`src/hw/rtl/icts_pkg.sv`:
```
// ----------------------------------------------------------------------------
// icts_pkg
// Shared types and constants of the interface counter text summer.
// ----------------------------------------------------------------------------
package icts_pkg;

   // table layout
   localparam int FIELDS_PER_DIRECTION = 8;
   localparam int HEADER_LINES         = 2;

   // field position stops counting one past the send field
   localparam int POS_LIMIT = FIELDS_PER_DIRECTION + 1;
   localparam int POS_W     = $clog2(POS_LIMIT + 1);
   localparam int HDR_W     = 2;

   // value and total widths
   localparam int VALUE_W = 64;
   localparam int WIDE_W  = VALUE_W + 4;
   localparam int DIGIT_W = 4;

   // classified-byte queue between front and back
   localparam int QUEUE_DEPTH = 4;
   localparam int QPTR_W      = $clog2(QUEUE_DEPTH);
   localparam int QCNT_W      = $clog2(QUEUE_DEPTH + 1);

   // ASCII codes
   localparam logic [7:0] CHAR_NEWLINE = 8'h0A;
   localparam logic [7:0] CHAR_SPACE   = 8'h20;
   localparam logic [7:0] CHAR_ZERO    = 8'h30;
   localparam logic [7:0] CHAR_NINE    = 8'h39;
   localparam logic [7:0] CHAR_COLON   = 8'h3A;

   typedef struct packed {
      logic [7:0] text_byte;
      logic       end_of_text;
   } req_type;

   typedef struct packed {
      logic [VALUE_W-1:0] receive_total;
      logic [VALUE_W-1:0] send_total;
   } rsp_type;

   typedef enum logic [1:0] {
      PHASE_HEADER,
      PHASE_SEEK_COLON,
      PHASE_FIELDS
   } phase_type;

   localparam phase_type PHASE_RESET =
      (HEADER_LINES == 0) ? PHASE_SEEK_COLON : PHASE_HEADER;

   typedef enum logic [2:0] {
      OP_NONE,
      OP_START,
      OP_DIGIT,
      OP_OTHER,
      OP_SPACE,
      OP_NEWLINE
   } op_type;

   // one classified byte
   typedef struct packed {
      op_type             op;
      logic [DIGIT_W-1:0] digit;
      logic               final_byte;
   } cls_type;

   // one event per scanned byte, with any closed field headed for the totals
   typedef struct packed {
      logic               add_rx;
      logic               add_tx;
      logic               final_byte;
      logic [VALUE_W-1:0] value;
   } event_type;

endpackage

```
`src/hw/rtl/iface_counter_text_summer.sv`:
```
// ----------------------------------------------------------------------------
// iface_counter_text_summer
// Sums receive and send byte counters of a statistics text table.
// ----------------------------------------------------------------------------
//  channel   ports                          payload
//  input     req_push, req_full, req_data   text_byte, end_of_text
//  result    rsp_pop, rsp_empty, rsp_data   receive_total, send_total
//
//  One byte is taken per clock while req_full is low; the field scan in the
//  back part handles one classified byte per cycle while its event stage moves.
//  A result passes the event register and the result register to rsp_data.
//  Reset is synchronous and clears phases, queue, field state and totals.
//  A result that waits for pop stalls only the last-byte event; the queue
//  between front and back absorbs bytes until it fills, then full rises.
// ----------------------------------------------------------------------------
module iface_counter_text_summer (
   input  logic              clock,
   input  logic              reset,
   input  logic              req_push,
   output logic              req_full,
   input  icts_pkg::req_type req_data,
   input  logic              rsp_pop,
   output logic              rsp_empty,
   output icts_pkg::rsp_type rsp_data
);

   icts_pkg::cls_type cls_push, cls_head;
   logic              accept;
   logic              q_empty, q_pop;

   assign accept = req_push && !req_full;

   // classify bytes
   icts_front u_front (
      .clock    (clock),
      .reset    (reset),
      .accept   (accept),
      .req_data (req_data),
      .cls_data (cls_push)
   );

   // decouple front and back
   icts_queue u_queue (
      .clock     (clock),
      .reset     (reset),
      .push      (accept),
      .push_data (cls_push),
      .full      (req_full),
      .pop       (q_pop),
      .pop_data  (cls_head),
      .empty     (q_empty)
   );

   // scan fields and keep totals
   icts_back u_back (
      .clock     (clock),
      .reset     (reset),
      .cls_data  (cls_head),
      .cls_empty (q_empty),
      .cls_pop   (q_pop),
      .rsp_data  (rsp_data),
      .rsp_empty (rsp_empty),
      .rsp_pop   (rsp_pop)
   );

endmodule

```
`src/hw/rtl/icts_front.sv`:
```
// ----------------------------------------------------------------------------
// icts_front
// Tracks header and colon phases and classifies each accepted byte.
// ----------------------------------------------------------------------------
module icts_front (
   input  logic             clock,
   input  logic             reset,
   input  logic             accept,
   input  icts_pkg::req_type req_data,
   output icts_pkg::cls_type cls_data
);

   icts_pkg::phase_type          phase_ff, phase_in;
   logic [icts_pkg::HDR_W-1:0]   hdr_cnt_ff, hdr_cnt_in;
   logic [icts_pkg::HDR_W:0]     hdr_next;
   logic                         is_digit;
   logic [icts_pkg::DIGIT_W-1:0] digit_byte;

   // classify the byte itself
   assign is_digit   = (req_data.text_byte >= icts_pkg::CHAR_ZERO) &&
                       (req_data.text_byte <= icts_pkg::CHAR_NINE);
   assign digit_byte = icts_pkg::DIGIT_W'(req_data.text_byte - icts_pkg::CHAR_ZERO);
   assign hdr_next   = {1'b0, hdr_cnt_ff} + {{icts_pkg::HDR_W{1'b0}}, 1'b1};

   // hold phase and header count
   always_ff @(posedge clock) begin
      if (reset) begin
         phase_ff   <= icts_pkg::PHASE_RESET;
         hdr_cnt_ff <= '0;
      end else if (accept) begin
         phase_ff   <= phase_in;
         hdr_cnt_ff <= hdr_cnt_in;
      end
   end

   // next phase and the op for the back part
   always_comb begin
      phase_in            = phase_ff;
      hdr_cnt_in          = hdr_cnt_ff;
      cls_data.op         = icts_pkg::OP_NONE;
      cls_data.digit      = digit_byte;
      cls_data.final_byte = req_data.end_of_text;
      unique case (phase_ff)
         icts_pkg::PHASE_HEADER: begin
            if (req_data.text_byte == icts_pkg::CHAR_NEWLINE) begin
               hdr_cnt_in = hdr_next[icts_pkg::HDR_W-1:0];
               if (hdr_next >= (icts_pkg::HDR_W+1)'(icts_pkg::HEADER_LINES)) begin
                  phase_in = icts_pkg::PHASE_SEEK_COLON;
               end
            end
         end
         icts_pkg::PHASE_SEEK_COLON: begin
            if (req_data.text_byte == icts_pkg::CHAR_COLON) begin
               phase_in    = icts_pkg::PHASE_FIELDS;
               cls_data.op = icts_pkg::OP_START;
            end
         end
         icts_pkg::PHASE_FIELDS: begin
            if (req_data.text_byte == icts_pkg::CHAR_NEWLINE) begin
               phase_in    = icts_pkg::PHASE_SEEK_COLON;
               cls_data.op = icts_pkg::OP_NEWLINE;
            end else if (req_data.text_byte == icts_pkg::CHAR_SPACE) begin
               cls_data.op = icts_pkg::OP_SPACE;
            end else if (is_digit) begin
               cls_data.op = icts_pkg::OP_DIGIT;
            end else begin
               cls_data.op = icts_pkg::OP_OTHER;
            end
         end
         default: begin
            phase_in = icts_pkg::PHASE_RESET;
         end
      endcase
      // drop back to the start of a new table after the last byte
      if (req_data.end_of_text) begin
         phase_in   = icts_pkg::PHASE_RESET;
         hdr_cnt_in = '0;
      end
   end

endmodule

```
`src/hw/rtl/icts_queue.sv`:
```
// ----------------------------------------------------------------------------
// icts_queue
// Short queue of classified bytes between the front and back parts.
// ----------------------------------------------------------------------------
module icts_queue (
   input  logic              clock,
   input  logic              reset,
   input  logic              push,
   input  icts_pkg::cls_type push_data,
   output logic              full,
   input  logic              pop,
   output icts_pkg::cls_type pop_data,
   output logic              empty
);

   icts_pkg::cls_type               entry_ff [icts_pkg::QUEUE_DEPTH];
   logic [icts_pkg::QPTR_W-1:0]     wr_ptr_ff, rd_ptr_ff;
   logic [icts_pkg::QCNT_W-1:0]     count_ff;
   logic                            do_push, do_pop;

   assign full     = (count_ff == icts_pkg::QCNT_W'(icts_pkg::QUEUE_DEPTH));
   assign empty    = (count_ff == '0);
   assign do_push  = push && !full;
   assign do_pop   = pop && !empty;
   assign pop_data = entry_ff[rd_ptr_ff];

   // store an entry on each push transfer
   always_ff @(posedge clock) begin
      if (do_push) begin
         entry_ff[wr_ptr_ff] <= push_data;
      end
   end

   // advance pointers and count
   always_ff @(posedge clock) begin
      if (reset) begin
         wr_ptr_ff <= '0;
         rd_ptr_ff <= '0;
         count_ff  <= '0;
      end else begin
         if (do_push) begin
            wr_ptr_ff <= wr_ptr_ff + icts_pkg::QPTR_W'(1);
         end
         if (do_pop) begin
            rd_ptr_ff <= rd_ptr_ff + icts_pkg::QPTR_W'(1);
         end
         if (do_push && !do_pop) begin
            count_ff <= count_ff + icts_pkg::QCNT_W'(1);
         end else if (do_pop && !do_push) begin
            count_ff <= count_ff - icts_pkg::QCNT_W'(1);
         end
      end
   end

endmodule

```
`src/hw/rtl/icts_back.sv`:
```
// ----------------------------------------------------------------------------
// icts_back
// Builds field values, closes fields into events and keeps the totals.
// ----------------------------------------------------------------------------
module icts_back (
   input  logic              clock,
   input  logic              reset,
   input  icts_pkg::cls_type cls_data,
   input  logic              cls_empty,
   output logic              cls_pop,
   output icts_pkg::rsp_type rsp_data,
   output logic              rsp_empty,
   input  logic              rsp_pop
);

   localparam int VW = icts_pkg::VALUE_W;
   localparam int WW = icts_pkg::WIDE_W;
   localparam int PW = icts_pkg::POS_W;

   // field scan state
   logic [PW-1:0]     pos_ff, pos_in, pos_mid;
   logic              inside_ff, inside_in, inside_mid;
   logic              done_ff, done_in, done_mid;
   logic [VW-1:0]     value_ff, value_in, value_mid;
   logic [WW-1:0]     tenfold;
   logic              do_close;

   // event stage
   icts_pkg::event_type ev_ff, ev_in;
   logic                ev_valid_ff;
   logic                ev_take;
   logic                fire;

   // totals and result register
   logic [VW-1:0]       rx_ff, rx_in, tx_ff, tx_in;
   icts_pkg::rsp_type   rsp_ff;
   logic                rsp_valid_ff;
   logic                out_room;

   assign out_room  = !rsp_valid_ff || rsp_pop;
   assign ev_take   = ev_valid_ff && (!ev_ff.final_byte || out_room);
   assign fire      = !cls_empty && (!ev_valid_ff || ev_take);
   assign cls_pop   = fire;
   assign rsp_data  = rsp_ff;
   assign rsp_empty = !rsp_valid_ff;

   // value times ten plus the digit, with carry room for saturation
   assign tenfold = {1'b0, value_ff, 3'b0} + {3'b0, value_ff, 1'b0}
                    + {{(WW-icts_pkg::DIGIT_W){1'b0}}, cls_data.digit};

   // apply the byte, then close the field where needed
   always_comb begin
      pos_mid    = pos_ff;
      inside_mid = inside_ff;
      done_mid   = done_ff;
      value_mid  = value_ff;
      case (cls_data.op)
         icts_pkg::OP_START: begin
            pos_mid    = '0;
            inside_mid = 1'b0;
            done_mid   = 1'b0;
            value_mid  = '0;
         end
         icts_pkg::OP_DIGIT: begin
            inside_mid = 1'b1;
            if (!done_ff) begin
               value_mid = (tenfold[WW-1:VW] != '0) ? {VW{1'b1}} : tenfold[VW-1:0];
            end
         end
         icts_pkg::OP_OTHER: begin
            inside_mid = 1'b1;
            done_mid   = 1'b1;
         end
         default: begin
         end
      endcase

      do_close = (cls_data.op inside {icts_pkg::OP_SPACE, icts_pkg::OP_NEWLINE}) ||
                 cls_data.final_byte;

      ev_in.add_rx     = do_close && inside_mid && (pos_mid == '0);
      ev_in.add_tx     = do_close && inside_mid &&
                         (pos_mid == PW'(icts_pkg::FIELDS_PER_DIRECTION));
      ev_in.final_byte = cls_data.final_byte;
      ev_in.value      = value_mid;

      pos_in    = pos_mid;
      inside_in = inside_mid;
      done_in   = done_mid;
      value_in  = value_mid;
      if (do_close) begin
         inside_in = 1'b0;
         done_in   = 1'b0;
         value_in  = '0;
         if ((cls_data.op == icts_pkg::OP_NEWLINE) || cls_data.final_byte) begin
            pos_in = '0;
         end else if (inside_mid && (pos_mid < PW'(icts_pkg::POS_LIMIT))) begin
            pos_in = pos_mid + PW'(1);
         end
      end
   end

   // hold scan state
   always_ff @(posedge clock) begin
      if (reset) begin
         pos_ff    <= '0;
         inside_ff <= 1'b0;
         done_ff   <= 1'b0;
         value_ff  <= '0;
      end else if (fire) begin
         pos_ff    <= pos_in;
         inside_ff <= inside_in;
         done_ff   <= done_in;
         value_ff  <= value_in;
      end
   end

   // advance the event stage
   always_ff @(posedge clock) begin
      if (reset) begin
         ev_valid_ff <= 1'b0;
      end else if (fire) begin
         ev_valid_ff <= 1'b1;
      end else if (ev_take) begin
         ev_valid_ff <= 1'b0;
      end
   end

   always_ff @(posedge clock) begin
      if (fire) begin
         ev_ff <= ev_in;
      end
   end

   // add closed fields into the totals, and clear them after the last byte
   assign rx_in = rx_ff + (ev_ff.add_rx ? ev_ff.value : '0);
   assign tx_in = tx_ff + (ev_ff.add_tx ? ev_ff.value : '0);

   always_ff @(posedge clock) begin
      if (reset) begin
         rx_ff <= '0;
         tx_ff <= '0;
      end else if (ev_take) begin
         if (ev_ff.final_byte) begin
            rx_ff <= '0;
            tx_ff <= '0;
         end else begin
            rx_ff <= rx_in;
            tx_ff <= tx_in;
         end
      end
   end

   // load the result register on the last byte
   always_ff @(posedge clock) begin
      if (reset) begin
         rsp_valid_ff <= 1'b0;
      end else if (ev_take && ev_ff.final_byte) begin
         rsp_valid_ff <= 1'b1;
      end else if (rsp_pop) begin
         rsp_valid_ff <= 1'b0;
      end
   end

   always_ff @(posedge clock) begin
      if (ev_take && ev_ff.final_byte) begin
         rsp_ff.receive_total <= rx_in;
         rsp_ff.send_total    <= tx_in;
      end
   end

endmodule
```
`config.mk`:
```
export PLATFORM = sky130hd
export DESIGN_NAME = iface_counter_text_summer
export DESIGN_NICKNAME = d
export VERILOG_FILES = /design/src/hw/rtl/icts_pkg.sv /design/src/hw/rtl/iface_counter_text_summer.sv /design/src/hw/rtl/icts_front.sv /design/src/hw/rtl/icts_queue.sv /design/src/hw/rtl/icts_back.sv
export SDC_FILE = /design/constraint.sdc
export NUM_CORES = 1
export LEC_CHECK = 0
export BUFFER_PORTS_ARGS = -buffer_cell sky130_fd_sc_hd__buf_2
export CAP_MARGIN = 20
export CORE_MARGIN = 3
export CORE_UTILIZATION = 56
export DETAILED_ROUTE_END_ITERATION = 7
export PLACE_DENSITY_LB_ADDON = 0.08
export SYNTH_ARGS = -nofsm -noshare
export SYNTH_HDL_FRONTEND = slang
export SYNTH_SLANG_ARGS = --single-unit
```
`constraint.sdc`:
```
create_clock -name clock -period 10.15 [get_ports clock]
set_input_delay 0.5075 -clock clock [delete_from_list [all_inputs] [get_ports clock]]
set_output_delay 0.5075 -clock clock [all_outputs]
set_load 0.03 [all_outputs]
```
==> results.md, run 1 <==
* R2R setup slack at 4210 ps
* Die span in x at 234 um
* Standard cell with the maximum stage delay on the critical path: sky130_fd_sc_hd__buf_4
* Top-level port count at 143
* Clock tree skew after final layout at 26.7 ps
* Final-report setup violation count at 0
* Post-route DRC violation count at 0
* Startpoint of the lowest-slack hold path: req_data[1]
* Maximum root-to-sink buffer count at 3
* Initial Util at 57.3%
* Tot GR Track Use at 29.3%
* Clock H-tree levels at 2
* Max Fanout on Critical Path at 31
* Worst IR Drop VDD at 194 uV
* Quantity of gates resized following cts at 0
* Clock-pin slew on the worst setup and hold paths at 60 ps
* Most numerous cell in the Yosys netlist: sky130_fd_sc_hd__a21oi_1
* Unique masters post-synth at 91
* Post-route ant nets at 0
* Top cells by area, synth: sky130_fd_sc_hd__edfxtp_1 23%, sky130_fd_sc_hd__dfxtp_1 15%, sky130_fd_sc_hd__ha_1 11%
* Last weighted congestion value of the routability-driven placer at 0.932
* Synth async-reset ratio at 0%
* Relative area change from synthesis to final layout at 8.89%
* Synthesized cell area at 0.0291 mm2
* Top cell type by total area after synthesis: sky130_fd_sc_hd__edfxtp_1
* Leakage power at 14.0 nW
* Signal arrival time at the worst endpoint at 6290 ps
* Post-route cell area at 0.0317 mm2
* Number of nets in the finished design at 3,418
* Setup repair after global routing missed its margin: no
* Post-DR wirelength/cell at 21.2 um
* Timing-limited maximum frequency at 168 MHz
* Cell count after synthesis at 3,079
* Share of the synthesized area in the top cell type at 23.4%
* Series of cell instances along the critical path: mux4_2 -> fa_1 -> inv_1 -> fa_1 -> nand2b_1 -> a21oi_1 -> nor2b_1 -> o31ai_2 -> o21ai_2 -> a211o_2 -> a2111oi_4 -> o21ai_2 -> a211oi_4 -> buf_4 -> a21oi_1 -> and2_1
* Accumulated negative setup slack at 0 ps
* Final hold vios at 0
* Maximum number of pins on one net before global-route repair at 87
* Mean area per synthesized cell at 9.45 um2
* Die outline height at 234 um
* Number of nets produced by synthesis at 3,363
* Final Slew Violations at 0
* Iteration-0 DRC count of the detailed router at 2,150
* Cell area power density at 229 mW/mm2
* GR Overflow Total at 0
* CP startpoint kind: flop
* Part of the Yosys area used for sequential elements at 38.1%
* Antenna violations before repair at 4
* Number of vias after detailed routing at 24,300
* Via density at 6.31
* CTS tree: yes
* #FFs+latches synth at 440
* Measured slew at the worst slew-check pin at 1120 ps
* Outcome: complete, no violations
* Placeable core area at 0.0508 mm2
* Vias in the first global route at 23,200
* Period utilization at 58.5%
* Clock latency of the later-clocked register in the worst-skew pair at 610 ps
* Port Buf Inserts at 142
* Cell area after placement at 0.0301 mm2
* Critical path data required time at 10,510 ps
* Normalized max-slew margin at 25.5%
* First-pass iteration count of the detailed router at 6
* CP max stage delay at 690 ps
* Detailed Route WL at 81,700 um
* Worst setup path category: flop to flop
* EDFF count, synth at 227
* DIE AREA at 0.0547 mm2
* Clock Sink Count at 440
* Most common flop cell mapped by yosys: sky130_fd_sc_hd__edfxtp_1
* Number of buffers added by the clock tree synthesis step at 49
* Proportion of layout cells with a drive suffix above 1 at 10.6%
* Top cell types by occurrence after synthesis: 272 x sky130_fd_sc_hd__a21oi_1, 266 x sky130_fd_sc_hd__ha_1, 233 x sky130_fd_sc_hd__nor2_1
* Row Count at 82
* CP endpoint kind: flop
* Root buffer cell: sky130_fd_sc_hd__clkbuf_16
* DP Wirelength at 60,000 um
* Wire length of the first global-routing pass at 127,000 um
* Buffers inserted by post-CTS timing repair at 0
* Crit path time final at 5940 ps
* Hold/Removal Path Class: primary input to flop
* Total of hold buffers inserted after clock tree synthesis at 0
* Reported max-cap violation count at 0
* Total of warnings raised by yosys at 0
==> path summary, 6_finish.rpt <==
check,cells past startpoint,to
hold / removal,1,u_queue.entry_ff[0][1]$_DFFE_PP_
setup / recovery,16,u_back.ev_ff[54]$_DFFE_PP_
setup reg to reg,16,u_back.ev_ff[54]$_DFFE_PP_
hold reg to reg,2,u_back.inside_ff$_SDFFE_PP0P_
==> per-stage QoR <==
step	worst slack (ps)	util (%)	hold WS, ps	instances	total power [mW]
after CTS	4200	62.4	114	3847	7.27
after floorplan	3010	-	432	3079	4.63
after global routing	3880	62.4	140	3847	7.63
after global placement	4410	59.3	440	3755	5.43
after detailed placement	4250	59.3	451	3755	5.50
final	4210	62.4	151	3848	7.27
==> logic make-up (layout without fill, tap and decap cells) <==
kind of cell	Yosys count	in the layout	share of synthesized area (%)
AOI/OAI and AO/OA	1060	1060	25.4
xor gates and xnor gates	183	183	5.51
adders and majority gates	271	271	11.8
buffers and inverters	238	334	3.62
DFF	440	440	38.1
muxes	19	19	1.01
other	0	1	0
and+or+nand+nor	868	868	14.6
==> flip-flops by register name (all words and copies together), names as in the netlist, named ones only <==
register             count
u_queue.count_ff         3
u_back.inside_ff         1
u_back.pos_ff            4
u_back.tx_ff            64
u_queue.wr_ptr_ff        2
u_back.ev_ff            67
u_back.rsp_valid_ff      1
u_front.hdr_cnt_ff       2
u_queue.rd_ptr_ff        2
u_back.value_ff         64
u_back.rsp_data        128
u_front.phase_ff         2
u_queue.entry_ff        32
u_back.rx_ff            64
u_back.ev_valid_ff       1
u_back.done_ff           1
==> metal layers <==
metal  routed length [um]  vias to the layer above  global-route usage (%)
met5                    0                        -                       0
met3                 5420                      152                    4.13
li1                     -                    11600                       -
met4                 2680                        0                    10.2
met1                37900                    11700                    41.8
met2                35600                      831                    45.8
==> power by group <==
group          total [mW]  internal (mW)  switching [mW]
logic                2.79          0.846            1.94
registers            2.72           2.41           0.318
clock network        1.76          0.997           0.758
total                7.27           4.25            3.02
==> critical path, delay by kind of cell, from the launching register on <==
kind                       cells  cell delay, ps
AOI/OAI and AO/OA              8            2170
adders and majority gates      2             980
buffers and inverters          2             760
DFF                            1             650
muxes                          1             580
and+or+nand+nor                3             480
==> layout by cell type (no fill, tap or decap), drive strengths merged, types with 59 or more instances in the layout <==
cell,n
a21oi,296
a22o,94
nor2,233
buf,160
a21o,150
a22oi,80
nand3,59
and2,147
ha,266
xnor2,119
o21ai,170
edfxtp,227
inv,86
dfxtp,213
nand2,205
xor2,64
clkbuf,62
==> layout make-up <==
cell class	instances	area, um2
inverters	82	308
diodes	1	2.50
clock buffers	62	1310
flip-flops and latches	440	11100
multi-input cells	2401	17000
clock inverters	30	275
fillers	4304	19100
well taps	672	841
repair buffers	160	848
(Power assumes the default switching activity.)
==> run 2, diff against run 1 <==
Settings changed: ABC_AREA from default to 1.
Clock period 10.15 ns to 5 ns, I/O delays scaled along.
==> run 2 against run 1 <==
Net effect: fmax is 36% higher; design area increased by 15%; count of clock-buffer cells in the layout decreased by 1; via count up 27%; non-clock buffer count rose by 15.
==> results.md, run 2 <==
* Worst setup path category: flop to flop
* Relative area change from synthesis to final layout at 8.02%
* Tot GR Track Use at 32.2% (+2.9 points)
* Most common flop cell mapped by yosys: sky130_fd_sc_hd__edfxtp_1
* Unique masters post-synth at 59 (-35%)
* First-pass iteration count of the detailed router at 6 (unchanged)
* Most frequent standard cell in the layout excluding fill and tap cells: sky130_fd_sc_hd__nand2_1
* Number of nets produced by synthesis at 4,952 (+47%)
* Maximum root-to-sink buffer count at 3 (unchanged)
* Via density at 5.52 (-12%)
* Most numerous cell in the Yosys netlist: sky130_fd_sc_hd__nand2_1
* DP Wirelength at 83,400 um (+39%)
* Initial Util at 56.9% (-0.38 points)
* Cell count after synthesis at 4,668 (+52%)
* Crit path time final at 4350 ps (-1590 ps)
* Iteration-0 DRC count of the detailed router at 2,549 (+19%)
* Number of instances in the placed design at 5,494 (+46%)
* Timing-limited maximum frequency at 230 MHz (+36%)
* Top cell types by occurrence after synthesis: 1,303 x sky130_fd_sc_hd__nand2_1, 604 x sky130_fd_sc_hd__inv_1, 466 x sky130_fd_sc_hd__a21oi_1
* Synth async-reset ratio at 0% (unchanged)
* Total of warnings raised by yosys at 0 (unchanged)
* Last weighted congestion value of the routability-driven placer at 1.02 (+9.2%)
* Clock Sink Count at 440 (unchanged)
* Final Slew Violations at 0 (unchanged)
* Signal arrival time at the worst endpoint at 4800 ps (-1490 ps)
* Number of vias after detailed routing at 30,800 (+27%)
* Root buffer cell: sky130_fd_sc_hd__clkbuf_16
* Clock latency of the later-clocked register in the worst-skew pair at 620 ps (about the same)
* Max Fanout on Critical Path at 64 (+110%)
* Clock-pin slew on the worst setup and hold paths at 60 ps (about the same)
* CP endpoint kind: flop
* Setup repair after global routing missed its margin: no
* Vias in the first global route at 29,000 (+25%)
* Port Buf Inserts at 142 (unchanged)
* Row Count at 89 (+8.5%)
* Hold/Removal Path Class: primary input to flop
* Normalized max-slew margin at 28.1% (+2.6 points)
* Detailed Route WL at 104,000 um (+28%)
* Proportion of layout cells with a drive suffix above 1 at 13.6% (+3.0 points)
* Critical path data required time at 5450 ps (-5060 ps)
* Top cells by area, synth: sky130_fd_sc_hd__edfxtp_1 20%, sky130_fd_sc_hd__nand2_1 14%, sky130_fd_sc_hd__dfxtp_1 13%
* Number of buffers added by the clock tree synthesis step at 46 (-6.1%)
* Maximum number of pins on one net before global-route repair at 96 (+10%)
* Accumulated negative setup slack at 0 ps (unchanged)
* Most used cells in the layout excluding fill and tap cells: 1,300 x sky130_fd_sc_hd__nand2_1, 602 x sky130_fd_sc_hd__inv_1, 466 x sky130_fd_sc_hd__a21oi_1
* Antenna diodes at 0 (-1)
* Final core utilization at 61.5% (-0.91 points)
* Wire length of the first global-routing pass at 161,000 um (+26%)
* Part of the Yosys area used for sequential elements at 32.7% (-5.3 points)
* Post-route ant nets at 0 (unchanged)
* Hold WS at 90.2 ps (-60.6 ps)
* Top cell type by total area after synthesis: sky130_fd_sc_hd__edfxtp_1
* Measured slew at the worst slew-check pin at 1080 ps (-39.2 ps)
* Antenna violations before repair at 0 (-4)
* Final-report setup violation count at 0 (unchanged)
* Clock tree skew after final layout at 41.3 ps (+14.7 ps)
* Startpoint of the lowest-slack hold path: req_push
* Number of nets in the finished design at 5,059 (+48%)
* Leakage power at 17.8 nW (+27%)
* Top-level port count at 143 (unchanged)
* Final std cells w/o fill at 5,586 (+45%)
* GR Overflow Total at 0 (unchanged)
* Standard cell with the maximum stage delay on the critical path: sky130_fd_sc_hd__dfxtp_1
* DIE AREA at 0.0634 mm2 (+16%)
* Mean area per synthesized cell at 7.25 um2 (-23%)
* R2R setup slack at 650 ps (-3560 ps)
* Post-route DRC violation count at 0 (unchanged)
* CP max stage delay at 650 ps (-40 ps)
* Reported max-cap violation count at 0 (unchanged)
* Largest register FFs at 128 (unchanged)
* Final hold vios at 0 (unchanged)
* Period utilization at 87.0% (+28 points)
* CTS tree: yes
* Placeable core area at 0.0595 mm2 (+17%)
* Share of the synthesized area in the top cell type at 20.1% (-3.3 points)
* Clock H-tree levels at 2 (unchanged)
* Synthesized cell area at 0.0339 mm2 (+16%)
* Worst IR Drop VDD at 390 uV (+100%)
* #FFs+latches synth at 440 (unchanged)
* Outcome: complete, no violations
* Die span in x at 252 um (+7.6%)
* Buffers inserted by post-CTS timing repair at 0 (unchanged)
* Die outline height at 252 um (+7.6%)
* Cell area power density at 397 mW/mm2 (+73%)
* Power consumption at 14.5 mW (+100%)
* Post-DR wirelength/cell at 18.7 um (-12%)
* CP startpoint kind: flop
* Most used cell along the critical path: sky130_fd_sc_hd__nand2_2
* EDFF count, synth at 227 (unchanged)
-- run 2: worst max-delay path: cells and delay by family (launching register included) --
kind            cells  cell delay [ps]
simple gates       16             1310
fa+ha+maj           2             1000
buf+inv             4              790
flops               1              650
compound gates      3              370
-- run 2: metrics by stage --
step	cell area, um2	worst slack (ps)
3_5_place_dp	34900	721
5_1_grt	36600	259
2_1_floorplan	33900	1400
3_3_place_gp	34900	812
4_1_cts	36600	673
6_report	36600	651
-- run 2: logic make-up (layout without fill, tap and decap cells) --
group	Yosys count	count (layout)	synth area share (%)
buf+inv	746	891	9.78
compound gates	828	828	14.0
simple gates	2236	2236	29.5
xor+xnor	147	147	3.80
fa+ha+maj	271	271	10.1
flops	440	440	32.7
-- run 2: layout make-up --
type	count	area, um2
clock buffers	61	1320
fillers	5705	22900
multi-input cells	3482	19500
clock inverters	25	256
well taps	773	967
flip-flops and latches	440	11100
repair buffers	175	1080
inverters	630	2370
-- run 2: what timing repair did --
| action | 4_1_cts | 5_1_grt |
|---|---|---|
| hold endpoints to repair | 22 | 0 |
| hold buffers | 6 | 0 |
| gates resized for setup | 0 | 0 |
-- run 2: layer usage --
layer  wire length [um]  vias up  global-route usage (%)
met3               6550      182                    3.59
met2              45800      957                    51.1
li1                   -    15400                       -
met5                  0        -                       0
met4               4240        0                    12.2
met1              47600    14300                    45.5
-- run 2: final timing paths --
check	end	cells past startpoint
max	u_back.value_ff[7]$_SDFFE_PP0P_	25
min	u_queue.wr_ptr_ff[0]$_SDFFE_PP0P_	4
max reg2reg	u_back.value_ff[7]$_SDFFE_PP0P_	25
min reg2reg	u_back.pos_ff[0]$_SDFFE_PP0P_	2
-- run 2: where the power goes --
group	internal, mW	switching, mW
clock	2.03	1.50
sequential	4.83	0.722
combinational	1.42	4.01
total	8.27	6.23
